==> config.mk <==
export PLATFORM = sky130hd
export DESIGN_NAME = rfqg_queue
export DESIGN_NICKNAME = d
export VERILOG_FILES = /design/src/hw/rtl/rfqg_pkg.sv /design/src/hw/rtl/rfqg_queue.sv
export SDC_FILE = /design/constraint.sdc
export NUM_CORES = 1
export LEC_CHECK = 0
export BUFFER_PORTS_ARGS = -buffer_cell sky130_fd_sc_hd__buf_2
export CAP_MARGIN = 20
export CORE_AREA = 2 2 50 52
export CTS_BUF_LIST = sky130_fd_sc_hd__clkbuf_4 sky130_fd_sc_hd__clkbuf_8
export DETAILED_ROUTE_END_ITERATION = 16
export DIE_AREA = 0 0 52 54
export PLACE_DENSITY = 0.7
export SLEW_MARGIN = 10
export SYNTH_ARGS = -nofsm -noshare
export SYNTH_HDL_FRONTEND = slang
export SYNTH_SLANG_ARGS = --single-unit
==> constraint.sdc <==
create_clock -name clk -period 2.9 [get_ports clk]
set_input_delay 0.58 -clock clk [delete_from_list [all_inputs] [get_ports clk]]
set_output_delay 0.58 -clock clk [all_outputs]
set_load 0.03 [all_outputs]
==> src/hw/rtl/rfqg_pkg.sv <==
`timescale 1ns / 1ps

package rfqg_pkg;

  localparam int CFG_INDEX_W = 3;
  localparam int CFG_DATA_W  = 48;

  localparam logic [CFG_INDEX_W-1:0] CFG_ACCEPT_FLOAT_MODE = 3'd0;
  localparam logic [CFG_INDEX_W-1:0] CFG_MIN_SAT_COUNT     = 3'd1;
  localparam logic [CFG_INDEX_W-1:0] CFG_MAX_DILUTION      = 3'd2;
  localparam logic [CFG_INDEX_W-1:0] CFG_MAX_CORR_AGE      = 3'd3;
  localparam logic [CFG_INDEX_W-1:0] CFG_MAX_ODOM_GAP      = 3'd4;
  localparam logic [CFG_INDEX_W-1:0] CFG_JUMP3D_LIMIT_SQ   = 3'd5;
  localparam logic [CFG_INDEX_W-1:0] CFG_JUMP2D_LIMIT_SQ   = 3'd6;
  localparam logic [CFG_INDEX_W-1:0] CFG_CHI2_LIMIT        = 3'd7;

  localparam logic KIND_FIX  = 1'b0;
  localparam logic KIND_CHI2 = 1'b1;

  localparam logic [1:0] SOL_FLOAT = 2'd1;
  localparam logic [1:0] SOL_FIXED = 2'd2;

  localparam logic        RST_ACCEPT_FLOAT_MODE = 1'b0;
  localparam logic [5:0]  RST_MIN_SAT_COUNT     = 6'd6;
  localparam logic [13:0] RST_MAX_DILUTION      = 14'd200;
  localparam logic [15:0] RST_MAX_CORR_AGE      = 16'd5000;
  localparam logic [14:0] RST_MAX_ODOM_GAP      = 15'd500;
  localparam logic [47:0] RST_JUMP3D_LIMIT_SQ   = 48'd4000000;
  localparam logic [47:0] RST_JUMP2D_LIMIT_SQ   = 48'd2250000;
  localparam logic [31:0] RST_CHI2_LIMIT        = 32'd1048576;

  localparam int Q_DEPTH = 4;
  localparam int Q_PTR_W = 2;

  typedef struct packed {
    logic               kind;
    logic [1:0]         sol_mode;
    logic [5:0]         sat_count;
    logic [13:0]        dilution;
    logic [15:0]        corr_age;
    logic signed [23:0] east_offset;
    logic signed [23:0] north_offset;
    logic signed [23:0] up_offset;
    logic signed [15:0] time_gap;
    logic               odom_valid;
    logic [31:0]        chi2_value;
  } in_word_t;

  typedef struct packed {
    logic accepted;
    logic quality_ok;
    logic jump_ok;
    logic blackout;
    logic inlier;
  } out_word_t;

  typedef struct packed {
    logic        accept_float_mode;
    logic [5:0]  min_sat_count;
    logic [13:0] max_dilution;
    logic [15:0] max_corr_age;
    logic [14:0] max_odom_gap;
    logic [47:0] jump3d_limit_sq;
    logic [47:0] jump2d_limit_sq;
    logic [31:0] chi2_limit;
  } cfg_t;

  typedef struct packed {
    logic kind;
    logic quality_ok;
    logic jump_ok;
    logic inlier;
  } entry_t;

endpackage

==> src/hw/rtl/rfqg_queue.sv <==
`timescale 1ns / 1ps

module rfqg_queue (
  input  logic             clk,
  input  logic             rst_n,
  input  logic             push_valid,
  output logic             push_ready,
  input  rfqg_pkg::entry_t push_data,
  output logic             pop_valid,
  input  logic             pop_ready,
  output rfqg_pkg::entry_t pop_data
);

  rfqg_pkg::entry_t            mem [rfqg_pkg::Q_DEPTH];
  logic [rfqg_pkg::Q_PTR_W-1:0] wr_ptr_r;
  logic [rfqg_pkg::Q_PTR_W-1:0] rd_ptr_r;
  logic [rfqg_pkg::Q_PTR_W:0]   count_r;
  logic [rfqg_pkg::Q_PTR_W:0]   count_nxt;
  logic                         do_push;
  logic                         do_pop;

  assign push_ready = count_r != (rfqg_pkg::Q_PTR_W+1)'(rfqg_pkg::Q_DEPTH);
  assign pop_valid  = count_r != '0;
  assign do_push    = push_valid && push_ready;
  assign do_pop     = pop_valid && pop_ready;
  assign pop_data   = mem[rd_ptr_r];

  always_comb begin
    count_nxt = count_r;
    if (do_push && !do_pop) begin
      count_nxt = count_r + 1'b1;
    end else if (do_pop && !do_push) begin
      count_nxt = count_r - 1'b1;
    end
  end

  always_ff @(posedge clk) begin
    if (!rst_n) begin
      wr_ptr_r <= '0;
      rd_ptr_r <= '0;
      count_r  <= '0;
    end else begin
      if (do_push) begin
        wr_ptr_r <= wr_ptr_r + 1'b1;
      end
      if (do_pop) begin
        rd_ptr_r <= rd_ptr_r + 1'b1;
      end
      count_r <= count_nxt;
    end
  end

  always_ff @(posedge clk) begin
    if (do_push) begin
      mem[wr_ptr_r] <= push_data;
    end
  end

endmodule

==> impl_summary.md, run 1 <==
Worst setup path
Data arrives at the worst endpoint at 2.55 ns. The endpoint type of the worst setup path is a flop. The cell type of the slowest stage on the worst timing path is sky130_fd_sc_hd__dfxtp_1. The startpoint kind of the worst setup timing path is a flop. The reg-to-reg startpoint is count_r[0]. The top cell family by delay on the critical path is adder cells. The number of buffers and inverters on the critical path is 1.

The critical path start-end classification is flop to flop. In this design, the stage delay of the slowest critical-path cell is 0.55 ns. The critical path goes through nor2_2 -> a21boi_2 -> ha_1 -> inv_1 -> fa_1 -> xor2_1 -> or3_1 -> a21boi_0. Data on the critical path is required at its endpoint by 3.15 ns. The register-to-register path setup slack is 0.61 ns. The number of cells on the worst reg-to-reg path is 8.

The destination of the worst register-to-register timing path is count_r[2]. The largest fanout on the critical path is 7.

Clock tree
The clock net in this run drives a total of 25 sinks. The number of instances resized during post-cts repair is 0. The clock latency at the later pin of the worst-skew pair is 0.31 ns.

In this run the post-CTS setup repair buffer count came out at 0. The clock tree from TritonCTS is yes. CTS built an H-tree with a depth of 1. The tree is rooted in a sky130_fd_sc_hd__clkbuf_4. After clock tree synthesis, the clock-pin slew on the worst setup and hold paths is 0.12 ns. In this run the deepest clock path goes through 2 buffers. The number of clock buffers inserted by TritonCTS is 3.

The post-cts hold buffer count is 0.

Route
The final antenna-violating net count is 0. For this run, design rule violations remaining after detail routing come to 0. Summing over every cut layer, the via total after detailed routing is 568. The DRC marker count from the first detailed-route iteration is 3.

For this run, the detailed router's first-pass iteration total came to 4. Dividing the detail-routed wire length by the instance count gives 12.7 um. For this block, the routed nets add up to 1.45 mm of wire. The routed via count divided by cell count is 4.98.

Status
The run finished with clean final reports.

Power and ir drop
The combinational share of power is 34.4%. The ratio of total power to cell area is 854 nW/um^2. The clock network fraction of total power is 15.6%. Net switching is 34.7% of the power. The total power consumption of the routed design is 1.03 mW.

The worst supply voltage drop on vdd is 0.452 mV. The net switching power is 0.356 mW. Registers are responsible for 50.0% of the overall power. The internal power consumption is 0.671 mW. The static leakage is 0.447 nW.

Timing
For the pin with the worst max-slew slack, the measured transition is 0.355 ns. The maximum clock frequency is 0.436 GHz. Setup violations remaining at the end of the flow were counted as 0.

The total count of hold-check failures in the final report is 0. Between clock sinks in the finished design, the worst skew comes to 0.00302 ns. Setup repair after global routing left no endpoint under its margin. The period utilization is 79.1%. The post-route worst hold slack is 0.469 ns. The clock period minus worst slack is 2.29 ns. The number of pins with negative max-slew slack in the final report came to 0. Setup total negative slack on the finished layout was measured at 0 ns.

The relative max-transition margin is 76.3%.

Finish
The number of nets in the layout is 99. Once layout is complete, the cells apart from fillers number 114. After filler insertion, the fill cell instance count of the layout stands at 205. The number of antenna diodes is 0.

The multi-input gate area in the final layout is 399 um^2. Compared with the post-synthesis result, the final layout area differs by 12.0%. Once layout is complete, the utilization of the core stands at 51.9%.

Summing all flip-flop and latch instances after layout gives 661 um^2. The share of cells above drive strength 1 is 35.7%.

Floorplan
The number of rows created at floorplan is 18. The full die area is 2810 um^2. 14 I/O pins were placed. From bottom edge to top edge, the die measures 54 um. Once the floorplan was initialized, standard cells occupied 46.3% of the core. The die width is 52 um. The core region is 2320 um^2.

Flow run
The number of max-cap violations is 0.

Logic synthesis
The number of distinct standard cells referenced by the synthesized netlist is 22. The number of synthesized register bits is 25. For this run, the number of Yosys warnings is 0. Of the total synthesized cell area, the portion taken by XOR and XNOR cells is 3.26%. The proportion of synthesized area in mux cells is 11.2%.

The number of standard cells after synthesis is 68. The simple logic cell fraction of the synthesized area is 9.31%. The most common cell in the synthesized netlist is sky130_fd_sc_hd__edfxtp_1. The top cell type by area accounts for 44.7% of the synthesized area.

The summed instance area of the synthesized netlist is 1070 um^2. The dominant synthesized flop cell is sky130_fd_sc_hd__edfxtp_1. The complex-gate fraction of the synthesized area is 5.70%. Sorting the synthesized cells by how often they occur yields 16 x sky130_fd_sc_hd__edfxtp_1, 9 x sky130_fd_sc_hd__dfxtp_1, 5 x sky130_fd_sc_hd__ha_1, 5 x sky130_fd_sc_hd__nand2_1. After synthesis, the largest family of logic cells by area is multiplexers. The number of nets in the synthesized netlist is 82. The share of the yosys chip area belonging to registers is 61.5%. Sorting the synthesized cells by area gives the leading types as sky130_fd_sc_hd__edfxtp_1 45%, sky130_fd_sc_hd__dfxtp_1 17%, sky130_fd_sc_hd__mux4_2 8.4%. A synthesized cell averages 15.8 um^2.

The number of synthesized flops with an enable pin is 16. Summing the areas of all fa, ha and maj instances in the mapped netlist gives 7.68% of the synthesized area. The largest total area in the synthesized netlist belongs to sky130_fd_sc_hd__edfxtp_1. The post-synthesis async set-or-reset flop share is 0%.

Global routing
The first global-routing pass estimated 2.44 mm of wire. The overall routing resource usage is 12.7%. After global routing the overflow that remains totals 0. The number of antenna violations at the first check in global routing is 0. The via count of the first global-routing pass is 562. The pin count of the biggest net entering global routing is 14.

Min path
The path class of the tightest hold or removal check is input pin to flop. The number of cells on the worst hold path is 1. The worst hold path endpoint is mem[0][3]. In this run the most critical hold path is launched from push_data[3].

Place
Input and output buffers added on the ports amount to 13. The weighted congestion reported at the end of routability-driven placement is 0.730. After detailed placement, the design holds a cell count of 110.
-- worst max path at each step --
stage / startpoint / depth (start not counted) / slack, ns / end
floorplan: push_valid / 7 / 0.79 / count_r[2]
global placement: push_valid / 8 / 0.64 / count_r[2]
detailed placement: push_valid / 8 / 0.55 / count_r[2]
CTS: count_r[0] / 8 / 0.59 / count_r[2]
global route: count_r[0] / 8 / 0.46 / count_r[2]
finish: count_r[0] / 8 / 0.61 / count_r[2]
-- final cells by class --
cell class	instances	share of cell area (%)
Tap cell	30	3.12
Inverter	3	0.936
Clock buffer	4	2.49
Timing Repair Buffer	13	5.41
Sequential cell	25	54.9
Multi-Input combinational cell	39	33.2
-- sequential cells by signal, summed over array words and instances, names as in the netlist, named ones only --
| name | flops |
|---|---|
| count_r | 3 |
| mem | 16 |
| rd_ptr_r | 2 |
| wr_ptr_r | 2 |
-- layer usage --
layer,part of all wire (%),track usage [%],up-vias
li1,-,-,280
met1,47,14.1,273
met2,48,21.3,11
met3,2.4,2.50,4
met4,2.8,10.5,0
met5,0,0,-
-- placed cells by master (no fill, tap or decap), types with 3 or more instances in the layout --
cell	instances
sky130_fd_sc_hd__edfxtp_1	16
sky130_fd_sc_hd__buf_2	13
sky130_fd_sc_hd__dfxtp_1	9
sky130_fd_sc_hd__nand2_1	5
sky130_fd_sc_hd__ha_1	5
sky130_fd_sc_hd__and2_2	4
sky130_fd_sc_hd__mux4_2	4
sky130_fd_sc_hd__and2_1	4
sky130_fd_sc_hd__clkbuf_4	4
sky130_fd_sc_hd__inv_1	3
sky130_fd_sc_hd__xnor2_1	3
sky130_fd_sc_hd__mux2i_1	3
-- metrics by stage --
stage               area [um^2]  worst slack, ns
floorplan                  1070            0.786
finish                     1200            0.605
detailed placement         1170            0.550
CTS                        1200            0.590
global placement           1170            0.643
global route               1200            0.461
-- logic make-up after synthesis --
family,count (synthesis)
buf+inv,4
mux,7
compound gates,5
flops,25
simple gates,17
fa+ha+maj,6
xor+xnor,4
-- power by group through the flow --
stage	logic [mW]	registers [mW]	clock network, mW
after floorplan	0.286	0.508	0
after global placement	0.352	0.521	0
after detailed placement	0.357	0.525	0
after CTS	0.359	0.516	0.166
after global routing	0.392	0.525	0.178
final	0.354	0.514	0.160
(Power assumes the default switching activity.)
==> run 2: changes to the inputs <==
clock period = 2.2 ns   (was 2.9 ns; I/O delays follow)
==> run 2 against run 1 <==
Final area increased by 0.62%. Via count decreased by 3.0%. Global-route usage increased by 1.2 points. Sequential cell count unchanged. First-iteration DRC count increased by 33%. Die area unchanged. Combinational power increased by 33%. Critical path depth decreased by 1. Routed wire length increased by 3.6%. Sequential share of layout area decreased by 0.13 points. Highest routed layer unchanged. Maximum frequency increased by 12%. Critical path type unchanged. Total power increased by 31%.
==> impl_summary.md, run 2 (synthesis gave the netlist of run 1 again) <==
Clock tree
The post-cts hold buffer count came to 0 (unchanged). The number of H-tree branching levels is 1 (unchanged). The clock sink count is 25 (unchanged). The clock latency at the later pin of the worst-skew pair came to 0.31 ns (about the same). The maximum buffer depth of the clock tree came to 2 (unchanged).

The post-CTS setup buffer count is 0 (unchanged). The number of clock buffers inserted by TritonCTS came to 3 (unchanged). The root buffer cell is sky130_fd_sc_hd__clkbuf_4 (unchanged). The clock tree from TritonCTS is yes (unchanged). The number of instances resized during post-cts repair is 0 (unchanged).

The clock-pin slew on the worst setup and hold paths was 0.13 ns (was 0.12 ns).

Floorplan
The full die area was 2810 um^2 (unchanged). The die width is 52 um (unchanged). The die extent in y came to 54 um (unchanged).

The standard cell core area was 2320 um^2 (unchanged). The initial core utilization is 46.3% (unchanged). The number of rows created at floorplan is 18 (unchanged).

The number of top-level design ports is 14 (unchanged).

Place
The HPWL reported at the end of detailed placement is 1.14 mm. The setup slack at placement is 0.120 ns (was 0.550 ns). The count of port buffers added during placement is 13 (unchanged). The weighted congestion reported at the end of routability-driven placement was 0.681 (was 0.730). The number of placed instances with taps included was 111 (was 110).

Timing
The number of pins with negative max-slew slack in the final report was 0 (unchanged). The period utilization is 92.7% (was 79.1%). The final setup slack of the worst path is 0.160 ns (was 0.605 ns).

The setup TNS after final layout is 0 ns (unchanged). The number of setup violations in the final report is 0 (unchanged). Unrepaired setup endpoints after global routing: false (unchanged). The worst-margin pin slew is 0.298 ns (was 0.355 ns). The maximum clock skew at final layout came to 0.0151 ns (was 0.00302 ns).

The total count of hold-check failures in the final report came to 0 (unchanged). The relative max-transition margin is 80.1% (was 76.3%). The maximum clock frequency came to 0.490 GHz (was 0.436 GHz).

The clock period minus worst slack came to 2.04 ns (was 2.29 ns).

Global routing
The number of antenna violations at the first check in global routing is 0 (unchanged). The pin count of the biggest net entering global routing is 15 (was 14). The via count of the first global-routing pass came to 576 (was 562). The overall overflow remaining after global route is 0 (unchanged). The overall routing resource usage is 13.9% (was 12.7%). The wire length of the first global-routing pass came to 2.63 mm (was 2.44 mm).

Worst setup path
The endpoint type of the worst setup path is a flop (unchanged). The largest fanout on the critical path came to 7 (unchanged). The data arrival time at the worst-slack endpoint came to 2.29 ns (was 2.55 ns). The startpoint kind of the worst setup timing path was a flop (unchanged). The critical path start-end classification is flop to flop (unchanged). The required time of the critical path is 2.45 ns (was 3.15 ns).

Finish
Registers with the highest flip-flop counts: mem x16, count_r x3 (unchanged). The largest register by flop count was mem (unchanged). The share of cells above drive strength 1 is 38.8% (was 35.7%). Top library cells by usage in the layout, fill and taps aside: 16 x sky130_fd_sc_hd__edfxtp_1, 13 x sky130_fd_sc_hd__buf_2, 7 x sky130_fd_sc_hd__dfxtp_1 (was 16 x sky130_fd_sc_hd__edfxtp_1, 13 x sky130_fd_sc_hd__buf_2, 9 x sky130_fd_sc_hd__dfxtp_1). The number of nets in the layout is 100 (was 99). The number of antenna diodes was 0 (unchanged). The most common library cell in the layout ignoring fill and taps is sky130_fd_sc_hd__edfxtp_1 (unchanged). The count of non-filler cells in the finished layout came to 115 (was 114). The area growth from synthesis to final layout is 12.7% (was 12.0%). The number of flip-flops in the largest register is 16 (unchanged).

The core occupancy in the finished layout is 52.2% (was 51.9%).

Flow run
The number of max-cap violations is 0 (unchanged).

Power and ir drop
The static leakage is 0.452 nW (was 0.447 nW). The worst supply voltage drop on vdd is 0.520 mV (was 0.452 mV). The ratio of total power to cell area is 1110 nW/um^2 (was 854 nW/um^2).

Route
The number of vias after detailed routing is 551 (was 568). The routed length per instance is 13.1 um (was 12.7 um). The routed via count divided by cell count is 4.79 (was 4.98). The final antenna-violating net count is 0 (unchanged). The number of remaining DRC errors is 0 (unchanged). The sum of routed wire length over all layers came to 1.50 mm (was 1.45 mm).

The DRC marker count from the first detailed-route iteration is 4 (was 3). The first-pass detailed-route iteration total is 2 (was 4).

Status
Result of the run: completed (unchanged).

Min path
The kind of path behind the tightest hold check is input pin to flop (unchanged).
run 2: cell types whose count changed in the layout (fill, tap and decap cells not counted):
cell	change
sky130_fd_sc_hd__buf_4	+1
sky130_fd_sc_hd__clkbuf_4	-1
sky130_fd_sc_hd__clkinv_2	+1
sky130_fd_sc_hd__dfxtp_1	-2
sky130_fd_sc_hd__dfxtp_2	+2
run 2: final cells by class:
| cell class | instances | area [um^2] |
|---|---|---|
| clock buffers | 3 | 22.5 |
| clock inverters | 1 | 5.00 |
| fillers | 199 | 1110 |
| inverters | 3 | 11.3 |
| multi-input cells | 39 | 399 |
| flip-flops and latches | 25 | 663 |
| well taps | 30 | 37.5 |
| repair buffers | 14 | 72.6 |
run 2: metrics by stage:
stage               total power, mW  cell area, um^2  hold slack [ns]
finish                         1.34             1210            0.340
global route                   1.44             1210            0.324
CTS                            1.36             1210            0.329
detailed placement             1.17             1180            0.499
global placement               1.16             1180            0.484
floorplan                      1.05             1070            0.468
run 2: report_power, final:
part,internal [mW],switching (mW)
registers,0.586,0.0937
logic,0.221,0.250
clock network,0.0678,0.125
run 2: critical path, cell delays in order (launching register included):
cell,delay [ns]
sky130_fd_sc_hd__dfxtp_1,0.42
sky130_fd_sc_hd__o31ai_4,0.28
sky130_fd_sc_hd__ha_1,0.24
sky130_fd_sc_hd__inv_1,0.06
sky130_fd_sc_hd__fa_1,0.37
sky130_fd_sc_hd__xor2_1,0.16
sky130_fd_sc_hd__or3_1,0.30
sky130_fd_sc_hd__a21boi_0,0.15
run 2: worst paths after layout:
check                                  start          end  slack, ns  cells past startpoint
worst max-delay path              count_r[2]   count_r[2]       0.16                      7
worst min-delay path            push_data[2]    mem[0][2]       0.34                      1
worst max register to register    count_r[2]   count_r[2]       0.16                      7
worst min register to register   wr_ptr_r[0]  wr_ptr_r[0]       0.51                      2
run 2: per-layer routing:
layer | GRT usage [%] | routed length [um] | up-vias
li1 | - | - | 277
met2 | 22.6 | 758 | 10
met5 | 0 | 0 | -
met1 | 17.7 | 678 | 262
met3 | 3.33 | 51 | 2
met4 | 6.58 | 13 | 0
