## src/hw/rtl/rfqg_pkg.sv

```systemverilog
`timescale 1ns / 1ps

package rfqg_pkg;

  localparam int CFG_INDEX_W = 3;
  localparam int CFG_DATA_W  = 48;

  localparam logic [CFG_INDEX_W-1:0] CFG_ACCEPT_FLOAT_MODE = 3'd0;
  localparam logic [CFG_INDEX_W-1:0] CFG_MIN_SAT_COUNT     = 3'd1;
  localparam logic [CFG_INDEX_W-1:0] CFG_MAX_DILUTION      = 3'd2;
  localparam logic [CFG_INDEX_W-1:0] CFG_MAX_CORR_AGE      = 3'd3;
  localparam logic [CFG_INDEX_W-1:0] CFG_MAX_ODOM_GAP      = 3'd4;
  localparam logic [CFG_INDEX_W-1:0] CFG_JUMP3D_LIMIT_SQ   = 3'd5;
  localparam logic [CFG_INDEX_W-1:0] CFG_JUMP2D_LIMIT_SQ   = 3'd6;
  localparam logic [CFG_INDEX_W-1:0] CFG_CHI2_LIMIT        = 3'd7;

  localparam logic KIND_FIX  = 1'b0;
  localparam logic KIND_CHI2 = 1'b1;

  localparam logic [1:0] SOL_FLOAT = 2'd1;
  localparam logic [1:0] SOL_FIXED = 2'd2;

  localparam logic        RST_ACCEPT_FLOAT_MODE = 1'b0;
  localparam logic [5:0]  RST_MIN_SAT_COUNT     = 6'd6;
  localparam logic [13:0] RST_MAX_DILUTION      = 14'd200;
  localparam logic [15:0] RST_MAX_CORR_AGE      = 16'd5000;
  localparam logic [14:0] RST_MAX_ODOM_GAP      = 15'd500;
  localparam logic [47:0] RST_JUMP3D_LIMIT_SQ   = 48'd4000000;
  localparam logic [47:0] RST_JUMP2D_LIMIT_SQ   = 48'd2250000;
  localparam logic [31:0] RST_CHI2_LIMIT        = 32'd1048576;

  localparam int Q_DEPTH = 4;
  localparam int Q_PTR_W = 2;

  typedef struct packed {
    logic               kind;
    logic [1:0]         sol_mode;
    logic [5:0]         sat_count;
    logic [13:0]        dilution;
    logic [15:0]        corr_age;
    logic signed [23:0] east_offset;
    logic signed [23:0] north_offset;
    logic signed [23:0] up_offset;
    logic signed [15:0] time_gap;
    logic               odom_valid;
    logic [31:0]        chi2_value;
  } in_word_t;

  typedef struct packed {
    logic accepted;
    logic quality_ok;
    logic jump_ok;
    logic blackout;
    logic inlier;
  } out_word_t;

  typedef struct packed {
    logic        accept_float_mode;
    logic [5:0]  min_sat_count;
    logic [13:0] max_dilution;
    logic [15:0] max_corr_age;
    logic [14:0] max_odom_gap;
    logic [47:0] jump3d_limit_sq;
    logic [47:0] jump2d_limit_sq;
    logic [31:0] chi2_limit;
  } cfg_t;

  typedef struct packed {
    logic kind;
    logic quality_ok;
    logic jump_ok;
    logic inlier;
  } entry_t;

endpackage

```

## src/hw/rtl/rfqg_back.sv

```systemverilog
`timescale 1ns / 1ps

module rfqg_back #(
  parameter int RECOVERY_COUNT  = 10,
  parameter int MAX_INVALID_RUN = 5,
  parameter int MIN_VALID_RUN   = 3
) (
  input  logic                clk,
  input  logic                rst_n,
  input  logic                ent_valid,
  output logic                ent_ready,
  input  rfqg_pkg::entry_t    ent,
  output logic                out_valid,
  input  logic                out_ready,
  output rfqg_pkg::out_word_t out_word
);

  localparam logic [7:0] RECOVERY_LIM = 8'(RECOVERY_COUNT);
  localparam logic [7:0] INVALID_LIM  = 8'(MAX_INVALID_RUN);
  localparam logic [7:0] VALID_LIM    = 8'(MIN_VALID_RUN);

  logic                in_blackout_r;
  logic                in_blackout_nxt;
  logic [7:0]          blackout_count_r;
  logic [7:0]          blackout_count_nxt;
  logic [7:0]          valid_run_r;
  logic [7:0]          valid_run_nxt;
  logic [7:0]          invalid_run_r;
  logic [7:0]          invalid_run_nxt;
  logic                out_valid_r;
  rfqg_pkg::out_word_t out_word_r;
  rfqg_pkg::out_word_t out_word_nxt;
  logic                pop;

  function automatic logic [7:0] sat_inc(input logic [7:0] c);
    return (c == 8'hff) ? c : c + 8'd1;
  endfunction

  assign pop       = ent_valid && (!out_valid_r || out_ready);
  assign ent_ready = !out_valid_r || out_ready;
  assign out_valid = out_valid_r;
  assign out_word  = out_word_r;

  always_comb begin
    in_blackout_nxt    = in_blackout_r;
    blackout_count_nxt = blackout_count_r;
    valid_run_nxt      = valid_run_r;
    invalid_run_nxt    = invalid_run_r;
    out_word_nxt       = '0;
    if (ent.kind == rfqg_pkg::KIND_CHI2) begin
      // chi-square word
      if (!ent.inlier && valid_run_r != 8'd0) begin
        valid_run_nxt = valid_run_r - 8'd1;
      end
      out_word_nxt.inlier = ent.inlier;
    end else begin
      out_word_nxt.quality_ok = ent.quality_ok;
      out_word_nxt.jump_ok    = ent.jump_ok;
      if (in_blackout_r) begin
        blackout_count_nxt = sat_inc(blackout_count_r);
        if (blackout_count_nxt >= RECOVERY_LIM) begin
          in_blackout_nxt    = 1'b0;
          valid_run_nxt      = 8'd0;
          invalid_run_nxt    = 8'd0;
          blackout_count_nxt = 8'd0;
        end
      end else if (ent.jump_ok) begin
        valid_run_nxt         = sat_inc(valid_run_r);
        invalid_run_nxt       = 8'd0;
        out_word_nxt.accepted = valid_run_nxt >= VALID_LIM;
      end else begin
        invalid_run_nxt = sat_inc(invalid_run_r);
        valid_run_nxt   = 8'd0;
        if (invalid_run_nxt >= INVALID_LIM) begin
          in_blackout_nxt    = 1'b1;
          blackout_count_nxt = 8'd0;
        end
      end
    end
    out_word_nxt.blackout = in_blackout_nxt;
  end

  always_ff @(posedge clk) begin
    if (!rst_n) begin
      in_blackout_r    <= 1'b0;
      blackout_count_r <= 8'd0;
      valid_run_r      <= 8'd0;
      invalid_run_r    <= 8'd0;
      out_valid_r      <= 1'b0;
    end else begin
      if (pop) begin
        in_blackout_r    <= in_blackout_nxt;
        blackout_count_r <= blackout_count_nxt;
        valid_run_r      <= valid_run_nxt;
        invalid_run_r    <= invalid_run_nxt;
        out_valid_r      <= 1'b1;
      end else if (out_ready) begin
        out_valid_r <= 1'b0;
      end
    end
  end

  always_ff @(posedge clk) begin
    if (pop) begin
      out_word_r <= out_word_nxt;
    end
  end

`ifndef SYNTHESIS
  a_blackout_clears_valid_run: assert property (@(posedge clk) disable iff (!rst_n)
    in_blackout_r |-> valid_run_r == 8'd0)
    else $error("valid run nonzero during blackout");

  a_blackout_count_below_limit: assert property (@(posedge clk) disable iff (!rst_n)
    blackout_count_r < RECOVERY_LIM)
    else $error("blackout count reached recovery limit");

  a_invalid_run_below_limit: assert property (@(posedge clk) disable iff (!rst_n)
    !in_blackout_r |-> invalid_run_r < INVALID_LIM)
    else $error("invalid run at limit outside blackout");

  a_accept_needs_layers: assert property (@(posedge clk) disable iff (!rst_n)
    (out_valid_r && out_word_r.accepted) |-> (out_word_r.quality_ok && out_word_r.jump_ok))
    else $error("accepted word failed an earlier layer");
`endif

endmodule

```

## config.mk

```make
export PLATFORM = sky130hd
export DESIGN_NAME = rfqg_back
export DESIGN_NICKNAME = d
export VERILOG_FILES = /design/src/hw/rtl/rfqg_pkg.sv /design/src/hw/rtl/rfqg_back.sv
export SDC_FILE = /design/constraint.sdc
export NUM_CORES = 1
export LEC_CHECK = 0
export BUFFER_PORTS_ARGS = -buffer_cell sky130_fd_sc_hd__buf_2
export CELL_PAD_IN_SITES_DETAIL_PLACEMENT = 1
export CELL_PAD_IN_SITES_GLOBAL_PLACEMENT = 1
export CORE_UTILIZATION = 49
export DETAILED_ROUTE_END_ITERATION = 7
export GPL_ROUTABILITY_DRIVEN = 0
export MAX_ROUTING_LAYER = met4
export PLACE_DENSITY = 0.83
export SLEW_MARGIN = 15
export SYNTH_ARGS = -nofsm -noshare
export SYNTH_HDL_FRONTEND = slang
export SYNTH_SLANG_ARGS = --single-unit
export TNS_END_PERCENT = 100
```

## constraint.sdc

```tcl
create_clock -name clk -period 3.8 [get_ports clk]
set_input_delay 0 -clock clk [delete_from_list [all_inputs] [get_ports clk]]
set_output_delay 0 -clock clk [all_outputs]
set_load 0.01 [all_outputs]
```

==> qor.csv, run 1 <==
stage,metric,value,unit
clocking,H-tree depth,2,
worst_setup_path,largest stage delay on the critical path,0.43,ns
synth,count of different cell masters after synthesis,58,
route,Pre-antenna DRT Iters,4,
die,Placeable Area,4350,um^2
layout,Finished Layout Cells,337,
die,initial core utilization,51.2,%
synth,post-synthesis simple-gate area fraction,29.2,%
sta,clock skew,0.00957,ns
clocking,Setup Buffers After CTS,0,
clocking,clk root buf,clkbuf_8,
clocking,CTS tree,built,
grt,vias in the first global route,2124,
sta,setup tns final,0,ns
synth,Post-synth top cells,"32 x nand2_1, 27 x nor2_1, 26 x dfxtp_1, 20 x nand3_1, 16 x nor3_1",
worst_hold_path,Hold WC Path Type,input pin to flop,
sta,Final Hold Vio Count,0,
worst_setup_path,critical path data required time,3.96,ns
worst_setup_path,"Max FO, Critical Path",19,
clocking,Clock Latency Late Sink,0.28,ns
sta,Fmax achieved,379,MHz
worst_setup_path,critical path cell sequence,ha_1 -> and4_1 -> and4_1 -> o2111ai_4 -> o31ai_4 -> buf_4 -> mux2i_1 -> o211ai_1,
power,P_leak,0.871,nW
synth,Syn. warnings,0,
synth,xor/xnor share of the synthesized area,1.96,%
worst_setup_path,"CP delay by family, top",compound AO/OA/AOI/OAI gates,
worst_setup_path,CP Capture Type,flop,
synth,Synth Net Count,293,
placement,Cells after DPL,328,
die,io pins,15,
grt,GRT Util Overall,28.0,%
layout,Syn-to-layout area delta,6.68,%
worst_hold_path,hold depth,2,
synth,syn_area_per_cell,7.96,um^2
worst_setup_path,"slowest stage cell, crit path",dfxtp_1,
grt,first-pass GRT wire length,10500,um
die,die area,4820,um^2
power,Tot Pwr,812,uW
power,Worst IR Drop VDD,0.000160,V
sta,Max transition margin,56.2,%
synth,largest family of logic cells by synthesized area,simple AND/OR/NAND/NOR gates,
synth,Synth Instances,280,
worst_setup_path,crit start category,flop,
layout,Antenna Cells,0,
clocking,CTS buffer count,5,
synth,complex-gate fraction of the synthesized area,27.8,%
synth,mapped cell area,2230,um^2
worst_setup_path,Worst Reg-to-Reg Cells,8,
worst_setup_path,"Buf+Inv Stages, Crit Path",1,
route,WL/cell,18.4,um
route,Via density,6.47,
run,max cap viols,0,
grt,initial antenna violation count,0,
sta,RSZ-0062 raised after global routing,no,
worst_setup_path,CP Depth,8,
sta,setup violators final,0,
die,DIE WIDTH,69.5,um
grt,total gr overflow,0,
synth,"FFs w/ async S/R, synth",0,%
synth,"EDFF count, synth",5,
synth,Synth top area share,23.3,%
synth,mux contribution to synthesized area,1.80,%
route,first-iteration detailed-routing DRC count,186,
sta,final worst path period share,69.4,%
clocking,clk sink count,31,
layout,Final Util,54.6,%
layout,nets@finish,297,
synth,Post-synth top flop,dfxtp_1,
layout,layout cells sized above 1,13.7,%
synth,most common cell in the synthesized netlist,nand2_1,
power,PwrDens,341,nW/um^2
layout,Layout fillers,569,
worst_setup_path,CP most frequent cell,and4_1,
synth,adder-cell area share of the yosys netlist,2.81,%
sta,final critical-path required period,2.64,ns
synth,post-synth top area cell,dfxtp_1,
worst_setup_path,CP Class,flop to flop,
placement,Post-DP HPWL,4440,um
grt,largest net degree at the start of global routing,29,
route,Routed Antenna Nets,0,
clocking,worst-case clock buffer depth,2,
route,DRC,0,
route,Routed WL,6200,um
sta,Worst-Margin Slew,0.657,ns
clocking,Worst-path clk slew,0.07,ns
die,Die Height,69.5,um
route,via count,2181,
run_status,outcome,finished clean,
die,row count,24,
synth,Synth area leaders,"dfxtp_1 23%, edfxtp_1 6.7%, nand2_1 5.4%",
worst_setup_path,"Arr. time, crit path",2.80,ns
synth,"Seq/Total Area, Yosys",30.1,%
sta,"Slew Viols, Final",0,
placement,Port-buffer cells,14,
synth,"FF+latch count, synth",31,
power by group:
part | total [mW] | switching (mW) | internal (mW)
Clock | 0.273 | 0.128 | 0.145
Combinational | 0.166 | 0.100 | 0.0654
Sequential | 0.374 | 0.0243 | 0.349
Total | 0.812 | 0.252 | 0.560
flip-flops by register name, summed over array words and instances (netlist names):
| signal | cells |
|---|---|
| blackout_count_r | 8 |
| invalid_run_r | 8 |
| valid_run_r | 8 |
| out_word | 5 |
| in_blackout_r | 1 |
| out_valid | 1 |
final timing paths:
kind | start | end | slack [ns]
worst max-delay path | blackout_count_r[0]$_SDFFE_PN0P_ | valid_run_r[2]$_SDFFE_PN0P_ | 1.16
worst min-delay path | ent[2] | out_word[3]$_SDFFCE_PP0P_ | 0.03
worst max register to register | blackout_count_r[0]$_SDFFE_PN0P_ | valid_run_r[2]$_SDFFE_PN0P_ | 1.16
worst min register to register | invalid_run_r[1]$_SDFFE_PN0P_ | invalid_run_r[1]$_SDFFE_PN0P_ | 0.53
per-layer routing:
| metal | vias up | GRT usage, % | wire length (um) |
|---|---|---|---|
| met2 | 44 | 45.3 | 2960 |
| met4 | 0 | 8.62 | 76 |
| li1 | 1060 | - | - |
| met1 | 1070 | 36.5 | 2970 |
| met5 | - | - | 0 |
| met3 | 7 | 3.63 | 202 |
through the flow:
| stage | area [um^2] | setup WS, ns | hold slack, ns |
|---|---|---|---|
| global placement | 2280 | 1.35 | 0.248 |
| floorplan | 2230 | 1.63 | 0.129 |
| global route | 2380 | 0.954 | 0.0558 |
| finish | 2380 | 1.16 | 0.0341 |
| detailed placement | 2280 | 1.20 | 0.257 |
| CTS | 2380 | 1.16 | 0.0321 |
what timing repair did:
item	in CTS	in global routing
hold buffers	1	0
hold endpoints to repair	1	0
resized for setup	0	0
logic make-up after synthesis:
group                    count (synthesis)
buffers and inverters                   31
multiplexers                             4
AO/OA/AOI/OAI                           73
AND/OR/NAND/NOR                        131
flip-flops                              31
XOR/XNOR                                 5
adder cells (fa/ha/maj)                  5
layout by cell type (no fill, tap or decap), types with 3 or more instances in the layout:
| master | n |
|---|---|
| nand2_1 | 32 |
| nor2_1 | 27 |
| dfxtp_1 | 26 |
| nand3_1 | 20 |
| nor3_1 | 16 |
| buf_2 | 14 |
| a21oi_1 | 13 |
| inv_1 | 10 |
| a31oi_1 | 10 |
| and3_1 | 6 |
| clkbuf_8 | 6 |
| o21ai_0 | 5 |
| nand4_1 | 5 |
| o22ai_1 | 5 |
| ha_1 | 5 |
| edfxtp_1 | 5 |
| and4_1 | 4 |
| nor2b_1 | 4 |
| o221a_2 | 4 |
| mux2i_1 | 4 |
| xor2_1 | 3 |
| or3_1 | 3 |
| a211oi_1 | 3 |
final cells by class:
cell class | count | area, um^2 | share of cell area [%]
Clock buffer | 7 | 86.3 | 3.63
Multi-Input combinational cell | 218 | 1420 | 59.5
Sequential cell | 31 | 671 | 28.2
Clock inverter | 1 | 3.75 | 0.158
Timing Repair Buffer | 17 | 95.1 | 4.00
Inverter | 11 | 41.3 | 1.74
Tap cell | 52 | 65.1 | 2.74
Note: power is estimated with default switching activity, not from simulation.
==> run 2, diff against run 1 <==
--- a/config.mk
+++ b/config.mk
@@ -5,14 +5,15 @@
 export SDC_FILE = /design/constraint.sdc
 export NUM_CORES = 1
 export LEC_CHECK = 0
+export ABC_AREA = 1
 export BUFFER_PORTS_ARGS = -buffer_cell sky130_fd_sc_hd__buf_2
 export CELL_PAD_IN_SITES_DETAIL_PLACEMENT = 1
 export CELL_PAD_IN_SITES_GLOBAL_PLACEMENT = 1
-export CORE_UTILIZATION = 49
+export CORE_UTILIZATION = 43
 export DETAILED_ROUTE_END_ITERATION = 7
 export GPL_ROUTABILITY_DRIVEN = 0
 export MAX_ROUTING_LAYER = met4
-export PLACE_DENSITY = 0.83
+export PLACE_DENSITY = 0.78
 export SLEW_MARGIN = 15
 export SYNTH_ARGS = -nofsm -noshare
 export SYNTH_HDL_FRONTEND = slang
==> constraint.sdc (replaced) <==
create_clock -name clk -period 2.61 [get_ports clk]
set_input_delay 0 -clock clk [delete_from_list [all_inputs] [get_ports clk]]
set_output_delay 0 -clock clk [all_outputs]
set_load 0.01 [all_outputs]
==> run 2 against run 1 <==
Effect of this change:
- setup slack got worse by 0.77 ns
- area after synthesis up 2.5%
- cell count is 35% higher
- sequential power increased by 52%
- fmax rose by 19%
- critical path type unchanged
- critical endpoint is now invalid_run_r[1]$_SDFFE_PN0P_
==> qor.csv, run 2 <==
stage,metric,value,unit,change
worst_setup_path,crit start category,flop,,unchanged
layout,"commonest non-fill, non-tap cell in the layout",nand2_1,,unchanged
grt,GRT Util Overall,24.4,%,was 28.0%
sta,setup violators final,0,,unchanged
synth,syn_area_per_cell,6.21,um^2,was 7.96 um^2
synth,Synth top area share,22.8,%,was 23.3%
route,DRC,0,,unchanged
sta,final critical-path required period,2.21,ns,was 2.64 ns
route,via count,2341,,was 2181
placement,Post-DP HPWL,4840,um,was 4440 um
synth,Synth Net Count,381,,was 293
power,Comb power frac,26.5,%,was 20.4%
die,initial core utilization,44.7,%,was 51.2%
grt,largest net degree at the start of global routing,21,,was 29
synth,Post-synth top flop,dfxtp_1,,unchanged
clocking,worst-case clock buffer depth,2,,unchanged
sta,"Slew Viols, Final",0,,unchanged
clocking,post-cts sizing count,0,,unchanged
layout,Syn-to-layout area delta,9.04,%,was 6.68%
clocking,H-tree depth,2,,unchanged
power,Worst IR Drop VDD,0.000253,V,was 0.000160 V
power,PwrDens,514,nW/um^2,was 341 nW/um^2
run,max cap viols,0,,unchanged
power,Psw,447,uW,was 252 uW
clocking,Setup Buffers After CTS,0,,unchanged
synth,"FF+latch count, synth",31,,unchanged
sta,setup tns final,0,ns,unchanged
route,WL/cell,13.4,um,was 18.4 um
synth,post-synth top area cell,dfxtp_1,,unchanged
grt,vias in the first global route,2239,,was 2124
synth,"EDFF count, synth",5,,unchanged
route,Routed Antenna Nets,0,,unchanged
die,die area,5610,um^2,was 4820 um^2
synth,Syn. warnings,0,,unchanged
route,first-iteration detailed-routing DRC count,87,,was 186
clocking,cts hold-fix bufs,0,,was 1
synth,most common cell in the synthesized netlist,nand2_1,,unchanged
synth,Synth Instances,368,,was 280
worst_setup_path,"Max FO, Critical Path",11,,was 19
worst_setup_path,CP Capture Type,flop,,unchanged
synth,"Seq/Total Area, Yosys",29.4,%,was 30.1%
grt,total gr overflow,0,,unchanged
sta,Max transition margin,56.2,%,about the same
power,P_leak,1.12,nW,was 0.871 nW
clocking,clk sink count,31,,unchanged
power,Clk pwr share,29.2,%,was 33.6%
worst_setup_path,CP Class,flop to flop,,unchanged
clocking,CTS buffer count,5,,unchanged
power,internal power,834,uW,was 560 uW
clocking,Worst-path clk slew,0.07,ns,about the same
route,Routed WL,6110,um,was 6200 um
worst_hold_path,Hold WC Path Type,input pin to flop,,unchanged
die,row count,26,,was 24
grt,initial antenna violation count,0,,unchanged
synth,Post-synth top cells,"95 x nand2_1, 64 x nor2_1, 40 x inv_1, 28 x nand3_1, 26 x dfxtp_1",,"was 32 x nand2_1, 27 x nor2_1, 26 x dfxtp_1, 20 x nand3_1, 16 x nor3_1"
sta,hold_ws,0.0121,ns,was 0.0341 ns
sta,PnR worst setup slack,0.397,ns,was 1.16 ns
grt,first-pass GRT wire length,10100,um,was 10500 um
worst_setup_path,"Arr. time, crit path",2.39,ns,was 2.80 ns
layout,"commonest cells after routing, fill and taps aside","95 x nand2_1, 64 x nor2_1, 40 x inv_1",,"was 32 x nand2_1, 27 x nor2_1, 26 x dfxtp_1"
sta,Worst-Margin Slew,0.651,ns,was 0.657 ns
layout,nets@finish,397,,was 297
clocking,clk root buf,clkbuf_8,,unchanged
layout,Antenna Cells,0,,unchanged
die,Die Height,74.9,um,was 69.5 um
synth,"FFs w/ async S/R, synth",0,%,unchanged
sta,Fmax achieved,452,MHz,was 379 MHz
route,Via density,5.15,,was 6.47
worst_setup_path,critical path data required time,2.78,ns,was 3.96 ns
die,io pins,15,,unchanged
sta,final worst path period share,84.8,%,was 69.4%
synth,Synth area leaders,"dfxtp_1 23%, nand2_1 16%, nor2_1 11%",,"was dfxtp_1 23%, edfxtp_1 6.7%, nand2_1 5.4%"
power,Sw Ratio,34.9,%,was 31.1%
synth,mapped cell area,2280,um^2,was 2230 um^2
die,Placeable Area,5110,um^2,was 4350 um^2
placement,Port-buffer cells,14,,unchanged
clocking,Clock Latency Late Sink,0.29,ns,was 0.28 ns
sta,Final Hold Vio Count,0,,unchanged
sta,RSZ-0062 raised after global routing,no,,unchanged
synth,count of different cell masters after synthesis,32,,was 58
placement,Place WS,0.422,ns,was 1.20 ns
run_status,outcome,finished clean,,unchanged
power,Flop pwr share,44.3,%,was 46.0%
route,Pre-antenna DRT Iters,4,,unchanged
layout,layout cells sized above 1,11.2,%,was 13.7%
clocking,CTS tree,built,,unchanged
sta,clock skew,0.0109,ns,was 0.00957 ns
layout,top flop regs,"blackout_count_r x8, invalid_run_r x8, valid_run_r x8",,unchanged
die,DIE WIDTH,74.9,um,was 69.5 um
-- run 2: cell types whose count changed in the layout (fill, tap and decap cells not counted), sizes merged, moves of 5 or more --
cell / delta
o221a: -6
nand3: +9
inv: +30
a211oi: -5
nand4: +8
o21ai: +12
nor2: +45
a31oi: -10
and3: -6
nand2: +70
-- run 2: final cells by class --
| class | count | area (um^2) |
|---|---|---|
| tap | 70 | 87.6 |
| clock inverter | 1 | 5.00 |
| fill | 747 | 2620 |
| clock buffer | 7 | 76.3 |
| timing repair buffer | 17 | 92.6 |
| multi-input combinational | 286 | 1400 |
| sequential | 31 | 671 |
| inverter | 43 | 161 |
-- run 2: cells by family (layout without fill, tap and decap cells) --
| group | Yosys count | after routing | share of synthesized area [%] |
|---|---|---|---|
| AOI/OAI and AO/OA | 37 | 37 | 8.82 |
| buffers and inverters | 51 | 68 | 9.47 |
| xor gates and xnor gates | 9 | 9 | 3.45 |
| adders and majority gates | 5 | 5 | 2.74 |
| and+or+nand+nor | 235 | 235 | 46.2 |
| DFF | 31 | 31 | 29.4 |
-- run 2: layer usage --
layer | vias up | share of wire [%] | GRT usage [%]
met5 | - | 0 | -
met4 | 0 | 1.4 | 6.50
met3 | 9 | 1.2 | 3.35
met2 | 13 | 48 | 41.3
met1 | 1099 | 49 | 30.4
li1 | 1220 | - | -
-- run 2: critical path: stages (launching register included) --
cell and delay (ns):
dfxtp_1 0.42, ha_1 0.24, nand2_2 0.09, nor2_1 0.16, nand2_1 0.11, nand2_1 0.07
nand2_1 0.07, clkinv_1 0.06, nand2_2 0.06, nor2_4 0.14, nand3_2 0.10, nand2_2 0.25
inv_2 0.15, nor2_1 0.13, nor2_1 0.05
-- run 2: path summary, 6_finish.rpt --
path	from	end	slack, ns	cells after the start
hold / removal	ent[2]	out_word[3]$_SDFFCE_PP0P_	0.01	3
setup reg to reg	blackout_count_r[0]$_SDFFE_PN0P_	invalid_run_r[1]$_SDFFE_PN0P_	0.40	14
hold reg to reg	out_valid$_SDFFE_PN0P_	out_valid$_SDFFE_PN0P_	0.51	2
setup / recovery	blackout_count_r[0]$_SDFFE_PN0P_	invalid_run_r[1]$_SDFFE_PN0P_	0.40	14
-- run 2: power by group through the flow --
stage	Clock (mW)	Combinational (mW)	Sequential, mW
6_report	0.374	0.339	0.567
5_1_grt	0.401	0.385	0.574
4_1_cts	0.384	0.341	0.567
3_5_place_dp	0	0.339	0.578
3_3_place_gp	0	0.331	0.576
2_1_floorplan	0	0.265	0.564
-- run 2: per-stage QoR --
step	instances	power, mW	cell area, um^2	util [%]
after floorplan	368	0.829	2280	-
after global placement	447	0.907	2410	47.2
after global routing	455	1.36	2490	48.8
final	455	1.28	2490	48.8
after CTS	455	1.29	2490	48.8
after detailed placement	447	0.917	2410	47.2
